$ cat src/design/u2l_pkg.sv
package u2l_pkg;

   // Replacement byte after reset: a question mark.
   localparam logic [7:0] REPLACEMENT_RESET = 8'h3F;

   // Role of a raw byte in a UTF-8 sequence.
   typedef enum logic [2:0] {
      CLS_ASCII,
      CLS_CONT,
      CLS_LEAD2,
      CLS_LEAD3,
      CLS_LEAD4,
      CLS_BAD
   } byte_class_type;

   typedef struct packed {
      logic [7:0]     data;
      byte_class_type cls;
   } entry_type;

   typedef struct packed {
      entry_type entry;
      logic      eos;
   } queue_item_type;

   // Head of the queue as seen by the back end.
   typedef struct packed {
      logic           valid;
      queue_item_type item;
   } queue_head_type;

endpackage

$ cat src/design/utf8_to_latin1_decoder_top.sv
// UTF-8 to Latin-1 decoder. Raw UTF-8 bytes enter one item at a time with an
// end-of-string flag; Latin-1 bytes leave, each tagged with run_last (last
// result caused by that input byte) and string_last (final result of the
// string). Unrepresentable or malformed input yields the byte held in the
// replacement register, which resets to a question mark. A front queue of
// QUEUE_DEPTH entries takes one byte per cycle while it is not full and
// classifies it; the back end produces one result per cycle from its output
// register while rsp_stall is low. A byte that completes nothing yields no
// result, so ordinary text runs at one byte per cycle when neither side
// stalls. A byte that breaks a pending sequence, or that carries the end
// mark behind an unfinished one, can yield up to four results and holds the
// back end until they are out, while the queue takes input until it is full.
module utf8_to_latin1_decoder_top import u2l_pkg::*; #(
   parameter int QUEUE_DEPTH = 2
) (
   input  logic       clock,
   input  logic       reset,
   input  logic       req_valid,
   output logic       req_stall,
   input  logic [7:0] req_in_byte,
   input  logic       req_end_of_string,
   output logic       rsp_valid,
   input  logic       rsp_stall,
   output logic [7:0] rsp_out_byte,
   output logic       rsp_run_last,
   output logic       rsp_string_last,
   input  logic       csr_wr_en,
   input  logic [7:0] csr_wr_data
);

   logic [7:0]     repl_ff;
   queue_head_type head;
   logic           pop;

   always_ff @(posedge clock) begin
      if (reset) begin
         repl_ff <= REPLACEMENT_RESET;
      end else if (csr_wr_en) begin
         repl_ff <= csr_wr_data;
      end
   end

   u2l_front #(
      .QUEUE_DEPTH(QUEUE_DEPTH)
   ) u_front (
      .clock             (clock),
      .reset             (reset),
      .req_valid         (req_valid),
      .req_stall         (req_stall),
      .req_in_byte       (req_in_byte),
      .req_end_of_string (req_end_of_string),
      .head              (head),
      .pop               (pop)
   );

   u2l_back u_back (
      .clock           (clock),
      .reset           (reset),
      .head            (head),
      .pop             (pop),
      .repl            (repl_ff),
      .rsp_valid       (rsp_valid),
      .rsp_stall       (rsp_stall),
      .rsp_out_byte    (rsp_out_byte),
      .rsp_run_last    (rsp_run_last),
      .rsp_string_last (rsp_string_last)
   );

endmodule

$ cat src/design/u2l_front.sv
module u2l_front import u2l_pkg::*; #(
   parameter int QUEUE_DEPTH = 2
) (
   input  logic           clock,
   input  logic           reset,
   input  logic           req_valid,
   output logic           req_stall,
   input  logic [7:0]     req_in_byte,
   input  logic           req_end_of_string,
   output queue_head_type head,
   input  logic           pop
);

   localparam int PTR_W = (QUEUE_DEPTH > 1) ? $clog2(QUEUE_DEPTH) : 1;
   localparam int CNT_W = $clog2(QUEUE_DEPTH + 1);
   localparam logic [PTR_W-1:0] LAST_PTR = PTR_W'(QUEUE_DEPTH - 1);
   localparam logic [CNT_W-1:0] FULL_CNT = CNT_W'(QUEUE_DEPTH);

   queue_item_type         mem_ff [QUEUE_DEPTH];
   logic [PTR_W-1:0]       wr_ptr_ff, wr_ptr_in;
   logic [PTR_W-1:0]       rd_ptr_ff, rd_ptr_in;
   logic [CNT_W-1:0]       count_ff, count_in;
   logic                   push;
   logic                   do_pop;
   queue_item_type         new_item;

   function automatic byte_class_type classify_byte(input logic [7:0] b);
      byte_class_type c;
      if (b[7] == 1'b0) begin
         c = CLS_ASCII;
      end else if (b[6] == 1'b0) begin
         c = CLS_CONT;
      end else if (b[5] == 1'b0) begin
         c = CLS_LEAD2;
      end else if (b[4] == 1'b0) begin
         c = CLS_LEAD3;
      end else if (b[3] == 1'b0) begin
         c = CLS_LEAD4;
      end else begin
         c = CLS_BAD;
      end
      return c;
   endfunction

   assign req_stall = (count_ff == FULL_CNT);
   assign push      = req_valid && !req_stall;
   assign do_pop    = pop && (count_ff != '0);

   assign new_item.entry.data = req_in_byte;
   assign new_item.entry.cls  = classify_byte(req_in_byte);
   assign new_item.eos        = req_end_of_string;

   assign head.valid = (count_ff != '0);
   assign head.item  = mem_ff[rd_ptr_ff];

   always_comb begin
      wr_ptr_in = wr_ptr_ff;
      rd_ptr_in = rd_ptr_ff;
      count_in  = count_ff;
      if (push) begin
         wr_ptr_in = (wr_ptr_ff == LAST_PTR) ? '0 : wr_ptr_ff + 1'b1;
      end
      if (do_pop) begin
         rd_ptr_in = (rd_ptr_ff == LAST_PTR) ? '0 : rd_ptr_ff + 1'b1;
      end
      if (push && !do_pop) begin
         count_in = count_ff + 1'b1;
      end else if (!push && do_pop) begin
         count_in = count_ff - 1'b1;
      end
   end

   always_ff @(posedge clock) begin
      if (reset) begin
         wr_ptr_ff <= '0;
         rd_ptr_ff <= '0;
         count_ff  <= '0;
      end else begin
         wr_ptr_ff <= wr_ptr_in;
         rd_ptr_ff <= rd_ptr_in;
         count_ff  <= count_in;
      end
   end

   always_ff @(posedge clock) begin
      if (push) begin
         mem_ff[wr_ptr_ff] <= new_item;
      end
   end

endmodule

$ cat src/design/u2l_back.sv
module u2l_back import u2l_pkg::*; (
   input  logic           clock,
   input  logic           reset,
   input  queue_head_type head,
   output logic           pop,
   input  logic [7:0]     repl,
   output logic           rsp_valid,
   input  logic           rsp_stall,
   output logic [7:0]     rsp_out_byte,
   output logic           rsp_run_last,
   output logic           rsp_string_last
);

   typedef struct packed {
      logic       brk;
      logic [7:0] value;
      logic [2:0] use_cnt;
   } step_type;

   entry_type [3:0] win_ff, win_in;
   logic [2:0]      cnt_ff, cnt_in;
   logic            eos_ff, eos_in;
   logic            active_ff, active_in;
   logic            rsp_valid_ff, rsp_valid_in;
   logic [7:0]      out_byte_ff, out_byte_in;
   logic            run_last_ff, run_last_in;
   logic            string_last_ff, string_last_in;

   entry_type [3:0] wwin;
   entry_type [3:0] rem;
   logic [2:0]      wn;
   logic [2:0]      rn;
   logic            weos;
   logic            wv;
   logic            out_free;
   logic            go;
   logic            last;
   step_type        st;
   step_type        st_next;

   // Decides what the oldest byte of the window yields. A break means the
   // sequence is still incomplete and must wait for more bytes.
   function automatic step_type decode_step(input entry_type [3:0] w,
                                            input logic [2:0] n,
                                            input logic eos,
                                            input logic [7:0] r);
      step_type   s;
      logic [2:0] need;
      logic       bad;
      s.brk     = 1'b0;
      s.value   = r;
      s.use_cnt = 3'd1;
      need      = 3'd1;
      bad       = 1'b0;
      case (w[0].cls)
         CLS_ASCII: s.value = w[0].data;
         CLS_LEAD2: need = 3'd2;
         CLS_LEAD3: need = 3'd3;
         CLS_LEAD4: need = 3'd4;
         default:   ;
      endcase
      if (need > 3'd1) begin
         for (int i = 1; i < 4; i++) begin
            if ((3'(i) < need) && (3'(i) < n) && (w[i].cls != CLS_CONT)) begin
               bad = 1'b1;
            end
         end
         if (!bad) begin
            if (n < need) begin
               s.brk = !eos;
            end else begin
               s.use_cnt = need;
               // Two-byte forms fit in Latin-1 when the top three value bits are zero.
               if (need == 3'd2 && w[0].data[4:2] == 3'b000) begin
                  s.value = {w[0].data[1:0], w[1].data[5:0]};
               end
            end
         end
      end
      return s;
   endfunction

   assign wv       = active_ff || head.valid;
   assign out_free = !rsp_valid_ff || !rsp_stall;

   always_comb begin
      wwin = win_ff;
      wn   = cnt_ff;
      weos = eos_ff;
      if (!active_ff) begin
         wwin[cnt_ff[1:0]] = head.item.entry;
         wn                = cnt_ff + 3'd1;
         weos              = head.item.eos;
      end
   end

   assign st = decode_step(wwin, wn, weos, repl);
   assign rn = wn - st.use_cnt;

   always_comb begin
      rem = wwin;
      case (st.use_cnt)
         3'd1:    rem = {wwin[3], wwin[3:1]};
         3'd2:    rem = {wwin[3], wwin[3], wwin[3:2]};
         3'd3:    rem = {wwin[3], wwin[3], wwin[3], wwin[3]};
         default: rem = wwin;
      endcase
   end

   // The item's last result is known when the rest would wait or is empty.
   assign st_next = decode_step(rem, rn, weos, repl);
   assign last    = (rn == 3'd0) || st_next.brk;

   assign go  = wv && (st.brk || out_free);
   assign pop = go && !active_ff;

   always_comb begin
      win_in         = win_ff;
      cnt_in         = cnt_ff;
      eos_in         = eos_ff;
      active_in      = active_ff;
      rsp_valid_in   = out_free ? 1'b0 : rsp_valid_ff;
      out_byte_in    = out_byte_ff;
      run_last_in    = run_last_ff;
      string_last_in = string_last_ff;
      if (go) begin
         eos_in = weos;
         if (st.brk) begin
            win_in    = wwin;
            cnt_in    = wn;
            active_in = 1'b0;
         end else begin
            win_in         = rem;
            cnt_in         = rn;
            active_in      = !last;
            rsp_valid_in   = 1'b1;
            out_byte_in    = st.value;
            run_last_in    = last;
            string_last_in = last && weos;
         end
      end
   end

   always_ff @(posedge clock) begin
      if (reset) begin
         cnt_ff       <= '0;
         active_ff    <= 1'b0;
         rsp_valid_ff <= 1'b0;
      end else begin
         cnt_ff       <= cnt_in;
         active_ff    <= active_in;
         rsp_valid_ff <= rsp_valid_in;
      end
   end

   always_ff @(posedge clock) begin
      win_ff         <= win_in;
      eos_ff         <= eos_in;
      out_byte_ff    <= out_byte_in;
      run_last_ff    <= run_last_in;
      string_last_ff <= string_last_in;
   end

   assign rsp_valid       = rsp_valid_ff;
   assign rsp_out_byte    = out_byte_ff;
   assign rsp_run_last    = run_last_ff;
   assign rsp_string_last = string_last_ff;

endmodule
$ cat config.mk
export PLATFORM = sky130hd
export DESIGN_NAME = utf8_to_latin1_decoder_top
export DESIGN_NICKNAME = d
export VERILOG_FILES = /design/src/design/u2l_pkg.sv /design/src/design/utf8_to_latin1_decoder_top.sv /design/src/design/u2l_front.sv /design/src/design/u2l_back.sv
export SDC_FILE = /design/constraint.sdc
export NUM_CORES = 1
export LEC_CHECK = 0
export ABC_AREA = 1
export BUFFER_PORTS_ARGS = -buffer_cell sky130_fd_sc_hd__buf_2
export CORE_ASPECT_RATIO = 1.2
export CORE_UTILIZATION = 43
export CTS_BUF_LIST = sky130_fd_sc_hd__clkbuf_2 sky130_fd_sc_hd__clkbuf_4 sky130_fd_sc_hd__clkbuf_8
export CTS_CLUSTER_DIAMETER = 30
export DETAILED_ROUTE_END_ITERATION = 12
export GPL_TIMING_DRIVEN = 0
export PLACE_DENSITY = 0.59
export SLEW_MARGIN = 20
export SYNTH_ARGS = -nofsm -noshare
export SYNTH_HDL_FRONTEND = slang
export SYNTH_SLANG_ARGS = --single-unit
export TNS_END_PERCENT = 5
$ cat constraint.sdc
create_clock -name clock -period 4.31 [get_ports clock]
set_input_delay 0.6465 -clock clock [delete_from_list [all_inputs] [get_ports clock]]
set_output_delay 0.6465 -clock clock [all_outputs]
set_load 0.02 [all_outputs]
==> results of run 1 <==
-- sequential cells by signal (all words and copies together), names as in the netlist, named ones only --
register and flops:
u_back.win_ff 44, u_back.cnt_ff 3, u_back.eos_ff 1, u_back.rsp_string_last 1
u_front.rd_ptr_ff 1, repl_ff 8, u_front.count_ff 2, u_front.mem_ff 24
u_back.active_ff 1, u_back.rsp_out_byte 8, u_back.rsp_run_last 1, u_back.rsp_valid 1
u_front.wr_ptr_ff 1
-- worst register-to-register path, cell delays in order, from the launching register on --
cell and delay [ps]:
dfxtp_2 360, ha_1 260, nand2_8 140, xor2_2 290, inv_1 160, ha_1 250, nand2_4 100, inv_2 60
nor2_8 180, nand4_4 120, ha_2 200, fa_2 350, xnor2_2 210, xor2_2 200, inv_2 90, ha_4 250
a21oi_2 120, nand3_1 80, nor2_1 130, nand3_1 90, nand2_1 70, nand2_2 90, nor2_1 100
-- cells in the final DEF, fill, tap and decap left out, types with 3 or more instances in the layout --
master,count
a21oi_2,4
o21ai_1,5
clkinvlp_4,3
clkbuf_8,9
o221ai_1,8
nand2_2,10
clkbuf_1,11
ha_1,8
nand4_4,3
nand3_2,3
a21oi_1,24
nor2_4,4
nand2_4,7
nand3_1,50
mux2i_1,8
o21bai_1,5
buf_2,33
nand4_1,3
or2_2,6
dfxtp_1,15
nand2_1,138
inv_6,3
inv_2,10
ha_4,3
o21ai_0,75
a31oi_1,6
buf_4,13
edfxtp_1,79
dfxtp_2,3
nor2_1,33
o22ai_1,5
inv_1,55
nor2_2,4
-- metrics by stage --
| step | cells | setup slack [ps] | setup TNS (ps) |
|---|---|---|---|
| detailed placement | 813 | -541.7 | -1563 |
| global route | 839 | -5.264 | -5.264 |
| finish | 839 | 270.9 | 0 |
| global placement | 811 | -954.3 | -18180 |
| floorplan | 615 | 12.21 | 0 |
| CTS | 834 | 10.82 | 0 |
-- metal layers --
layer  track usage (%)  share of wire, %  vias up
met5                 0                 0        -
met4             9.150               2.9        0
met2             36.11                48      140
met3             2.536               4.6       30
li1                  -                 -     2229
met1             29.34                44     2154
-- cells in the mapped netlist (3+ instances only) --
library cell	count	share of area, %
nand2_1	141	9.6
edfxtp_1	79	43
o21ai_0	75	6.8
inv_1	58	3.9
nand3_1	50	4.5
nor2_1	35	2.4
a21oi_1	27	2.4
dfxtp_1	18	6.5
ha_1	12	2.7
clkbuf_1	11	0.75
nand2_2	9	1.0
mux2i_1	8	1.4
o221ai_1	8	1.3
inv_2	7	0.47
a31oi_1	6	0.68
or2_2	6	0.68
nand2_4	5	1.0
o21ai_1	5	0.45
o21bai_1	5	0.68
o22ai_1	5	0.57
nand3_2	4	0.72
nor2_4	4	0.81
buf_4	3	0.41
nand4_1	3	0.34
nand4_4	3	1.2
-- worst max-delay path by stage --
stage | startpoint | to | slack [ps]
floorplan | u_back.cnt_ff[0] | u_front.count_ff[1] | 10
detailed placement | u_back.cnt_ff[0] | u_back.rsp_string_last | -540
CTS | u_back.cnt_ff[0] | u_back.rsp_string_last | 10
global route | u_back.cnt_ff[0] | u_back.rsp_string_last | -5
finish | u_back.cnt_ff[0] | u_back.rsp_string_last | 270
global placement | u_back.cnt_ff[0] | u_front.count_ff[1] | -950
-- final cells by class --
cell class,instances,share of cell area (%)
Timing Repair Buffer,44,4.393
Sequential cell,97,43.28
Tap cell,164,3.246
Clock inverter,6,1.227
Multi-Input combinational cell,434,40.19
Inverter,67,4.136
Clock buffer,10,2.078
Buffer,17,1.445
-- timing repair --
action,4_1_cts,5_1_grt
pin swaps,5,10
gates resized for setup,9,13
buffers inserted,5,5
setup endpoints to repair,3,4
-- cell families (layout without fill, tap and decap cells) --
logic type,Yosys count,count (layout),share of synthesized area (%)
AO/OA/AOI/OAI,140,140,14.76
XOR/XNOR,4,4,0.9042
adder cells (fa/ha/maj),13,13,3.074
buffers and inverters,84,144,6.374
flip-flops,97,97,49.37
multiplexers,8,8,1.447
AND/OR/NAND/NOR,269,269,24.07
==> run_results.csv, run 1 <==
group,metric,value,unit
routing,wire_per_inst,16.73,um
setup_path,crit_type,"flip-flop to flip-flop",
synth,postSynthCellCount,615,
setup_path,worstPathCellList,"ha_1, nand2_8, xor2_2, inv_1, ha_1, nand2_4, inv_2, nor2_8, nand4_4, ha_2, fa_2, xnor2_2, xor2_2, inv_2, ha_4, a21oi_2, nand3_1, nor2_1, nand3_1, nand2_1, nand2_2, nor2_1",
clock_network,clkTransAtPathRegs,100,ps
layout,final_util,50.13,%
clock_network,clock_path_buffers,2,
sta,drv_slew,0,
clock_network,clkLatencyLatePin,380,ps
status,status,"completed",
setup_path,r2r_cells,22,
layout,drive_above_1_share,20.59,%
layout,multi_input_area,2541,sq um
placed_design,place_area,5943,sq um
layout,syn2layout_area_growth,14.22,%
synth,yosysWarnings,0,
setup_path,r2r_setup_slack,270,ps
sta,fin_skew,22.14,ps
die,start_util,43.89,%
setup_path,crit_buf_inv,3,
die,die_height,126.3,um
grt,grt_first_pass_wirelength,22470,um
sta,timing.hold.ws,448.4,ps
setup_path,crit_family,"adder cells",
grt,antenna_found_initial,0,
clock_network,clock-sinks,97,
clock_network,holdBufCountCts,0,
routing,drt_first_pass_iters,5,
die,rows,45,
min_path,hold_end,"u_back.active_ff",
setup_path,start_kind,"flip-flop",
flow_run,cap_viol_max_count,0,
clock_network,cts_made_buffers,9,
placed_design,port_buffers,32,
synth,ys.flop_type,"edfxtp_1",
setup_path,cp_data_required_time,4550,ps
sta,relSlewSlack,37.05,%
grt,grt_max_degree,21,
synth,synth-edff-count,79,
sta,post-route-period-util,93.71,%
synth,syn_avg_cell_area,9.001,sq um
die,dieArea,13330,sq um
layout,insertedDiodeCount,0,
synth,async_flop_share,0,%
setup_path,critPathMaxStageDelay,360,ps
sta,fmax,247.6,MHz
layout,design_area,6322,sq um
setup_path,critical_path.max_fanout,7,
layout,nFillCells,1202,
routing,totalWireLength,14040,um
grt,grt_overflow,0,
min_path,holdPathStages,2,
sta,final-setup-viol-count,0,
sta,min_period,4039,ps
synth,ys_ff_latch,97,
setup_path,end_kind,"flip-flop",
layout,seq_area,2736,sq um
layout,fin_nets,705,
synth,synth_nets,650,
die,core_area,12610,sq um
routing,vias_per_cell,5.427,
min_path,hp-class,"input port to flip-flop",
setup_path,cp.arrival,4270,ps
placed_design,gp_congestion,0.8424,
routing,drc,0,
clock_network,htreeDepth,3,
setup_path,crit_slowest_cell,"dfxtp_2",
routing,drt.antenna.violating_nets,0,
routing,drt_iter0_drc,369,
sta,worstMarginPinSlew,934.4,ps
setup_path,reg2reg_from,"u_back.cnt_ff[0]",
routing,routed-via-count,4553,
synth,synth_cell_types,46,
sta,hold_violations,0,
die,pin_count,34,
synth,yosysSeqAreaShare,49.37,%
setup_path,r2r_end,"u_back.rsp_string_last",
synth,netlist_area,5535,sq um
grt,grt_usage,21.93,%
setup_path,path_depth,22,
min_path,min_from,"reset",
clock_network,tritoncts,"done",
die,die_x,105.6,um
grt,grt_pass1_vias,4269,
placed_design,hpwl,10570,um
clock_network,cts-root-buf,"clkbuf_8",
Power of run 1 is left out: the tool's default activity adds up to more than one toggle a clock period on the data nets, which glitch-free logic cannot reach.
==> inputs of run 2 (changes only) <==
--- a/config.mk
+++ b/config.mk
@@ -8,12 +8,12 @@
 export ABC_AREA = 1
 export BUFFER_PORTS_ARGS = -buffer_cell sky130_fd_sc_hd__buf_2
 export CORE_ASPECT_RATIO = 1.2
-export CORE_UTILIZATION = 43
+export CORE_UTILIZATION = 63
 export CTS_BUF_LIST = sky130_fd_sc_hd__clkbuf_2 sky130_fd_sc_hd__clkbuf_4 sky130_fd_sc_hd__clkbuf_8
 export CTS_CLUSTER_DIAMETER = 30
 export DETAILED_ROUTE_END_ITERATION = 12
 export GPL_TIMING_DRIVEN = 0
-export PLACE_DENSITY = 0.59
+export PLACE_DENSITY = 0.79
 export SLEW_MARGIN = 20
 export SYNTH_ARGS = -nofsm -noshare
 export SYNTH_HDL_FRONTEND = slang
==> constraint.sdc (replaced) <==
create_clock -name clock -period 4.2 [get_ports clock]
set_input_delay 0.63 -clock clock [delete_from_list [all_inputs] [get_ports clock]]
set_output_delay 0.63 -clock clock [all_outputs]
set_load 0.02 [all_outputs]
==> run 2 against run 1 <==
Non-clock buffer count up 4. Largest cell class unchanged. Design area down 0.61%. Routed wire length fell by 4.8%. Critical endpoint unchanged. Utilization increased by 23 points.
==> run_results.csv, run 2 (synthesis gave the netlist of run 1 again) <==
group,metric,value,unit
status,status,"completed",
layout,layout_commonest_cell,"nand2_1",
die,dieArea,9166,sq um
flow_run,cap_viol_max_count,0,
grt,gr-usage-met2,49.44,%
die,rows,37,
setup_path,cp.arrival,4130,ps
clock_network,clock-sinks,97,
grt,use_met3,4.976,%
clock_network,clkLatencyLatePin,380,ps
min_path,hp-class,"input port to flip-flop",
layout,fin_nets,709,
die,core_area,8564,sq um
sta,final-setup-viol-count,0,
die,start_util,64.63,%
placed_design,gp_congestion,0.9205,
layout,largest_reg_flops,44,
clock_network,tritoncts,"done",
routing,totalWireLength,13360,um
routing,wire_per_inst,16.78,um
clock_network,htreeDepth,3,
sta,fin_skew,12.38,ps
grt,antenna_found_initial,0,
die,pin_count,34,
grt,grt_overflow,0,
clock_network,cts_made_buffers,9,
layout,syn2layout_area_growth,13.52,%
setup_path,end_kind,"flip-flop",
layout,insertedDiodeCount,0,
sta,hold_violations,0,
routing,drc,0,
setup_path,critical_path.max_fanout,6,
grt,busiest_layer,"met2",
sta,drv_slew,0,
sta,worstMarginPinSlew,1033,ps
setup_path,critPathMaxStageDelay,380,ps
placed_design,port_buffers,32,
placed_design,pre_cts_ws,-497.0,ps
setup_path,cp_data_required_time,4310,ps
routing,drt_iter0_drc,495,
die,die_x,87.57,um
grt,grt_max_degree,22,
sta,fmax,248.4,MHz
setup_path,crit_family,"adder cells",
layout,final_util,73.37,%
sta,layout_setup_ws,174.2,ps
layout,reg.largest.list,"u_back.win_ff: 44 flops, u_front.mem_ff: 24 flops",
setup_path,crit_type,"flip-flop to flip-flop",
sta,post-route-period-util,95.85,%
grt,grt_util_met1,42.13,%
sta,min_period,4026,ps
clock_network,clkTransAtPathRegs,90,ps
grt,grt_pass1_vias,4403,
grt,grt_usage,30.86,%
sta,timing.hold.ws,427.1,ps
layout,top_register,"u_back.win_ff",
setup_path,crit_buf_inv,5,
routing,vias_per_cell,5.954,
sta,relSlewSlack,30.89,%
routing,drt_first_pass_iters,5,
layout,drive_above_1_share,20.62,%
clock_network,clock_path_buffers,2,
grt,grt_first_pass_wirelength,21380,um
setup_path,crit_slowest_cell,"dfxtp_4",
clock_network,cts-root-buf,"clkbuf_8",
routing,routed-via-count,4739,
die,die_height,104.7,um
setup_path,crit_top_cell,"nand2_1",
routing,drt.antenna.violating_nets,0,
setup_path,start_kind,"flip-flop",
clock_network,holdBufCountCts,0,
layout,final_cell_mix,"nand2_1, edfxtp_1, o21ai_0",
placed_design,hpwl,9692,um
==> run 2: metal layers <==
metal | vias to the layer above | wire (um)
met1 | 2204 | 5577
met3 | 32 | 1102
met5 | - | 0
met4 | 0 | 297
met2 | 256 | 6381
li1 | 2247 | -
==> run 2: worst register-to-register path, stage by stage (launching register included) <==
cell     delay [ps]
dfxtp_4         380
inv_4            70
ha_4            140
inv_1            60
nor2_4          160
buf_4           140
nand2_1          60
nand2_2          80
nand3_4         110
ha_4            310
nand2_1          50
inv_1            40
nand2_1          90
nand2_4         100
nand4_4         120
ha_2            190
fa_2            350
xnor2_2         210
xor2_2          200
inv_2            90
ha_4            270
nand2_1          70
a21oi_1         130
nor2_1           60
nand3_1          70
nand2_1          60
nand2_2          80
nor2_1           40
==> run 2: timing repair <==
item / in CTS / in global routing
buffers inserted: 5 / 10
gates resized for setup: 9 / 14
endpoints found under the setup margin: 3 / 4
pin swaps: 6 / 11
==> run 2: final cells by class <==
| type | instances | area (sq um) |
|---|---|---|
| timing repair buffer | 49 | 327.8 |
| sequential | 97 | 2738 |
| clock inverter | 5 | 31.28 |
| buffer | 16 | 83.83 |
| tap | 117 | 146.4 |
| fill | 662 | 2281 |
| inverter | 67 | 264.0 |
| clock buffer | 11 | 138.9 |
| multi-input combinational | 434 | 2554 |
==> run 2: path summary, 6_finish.rpt <==
check	from	endpoint	slack [ps]	cells after the start
hold reg to reg	repl_ff[5]	repl_ff[5]	480	2
hold / removal	reset	u_back.active_ff	430	2
setup reg to reg	u_back.cnt_ff[0]	u_back.rsp_string_last	170	27
setup / recovery	u_back.cnt_ff[0]	u_back.rsp_string_last	170	27
==> run 2: metrics by stage <==
step | std cells | TNS, ps | area (sq um)
after detailed placement | 766 | -1420 | 5903
after CTS | 787 | 0 | 6151
after global placement | 764 | -12730 | 5848
after floorplan | 615 | 0 | 5542
after global routing | 796 | -56.53 | 6284
final | 796 | 0 | 6284
Power of run 2 is left out for the same reason.
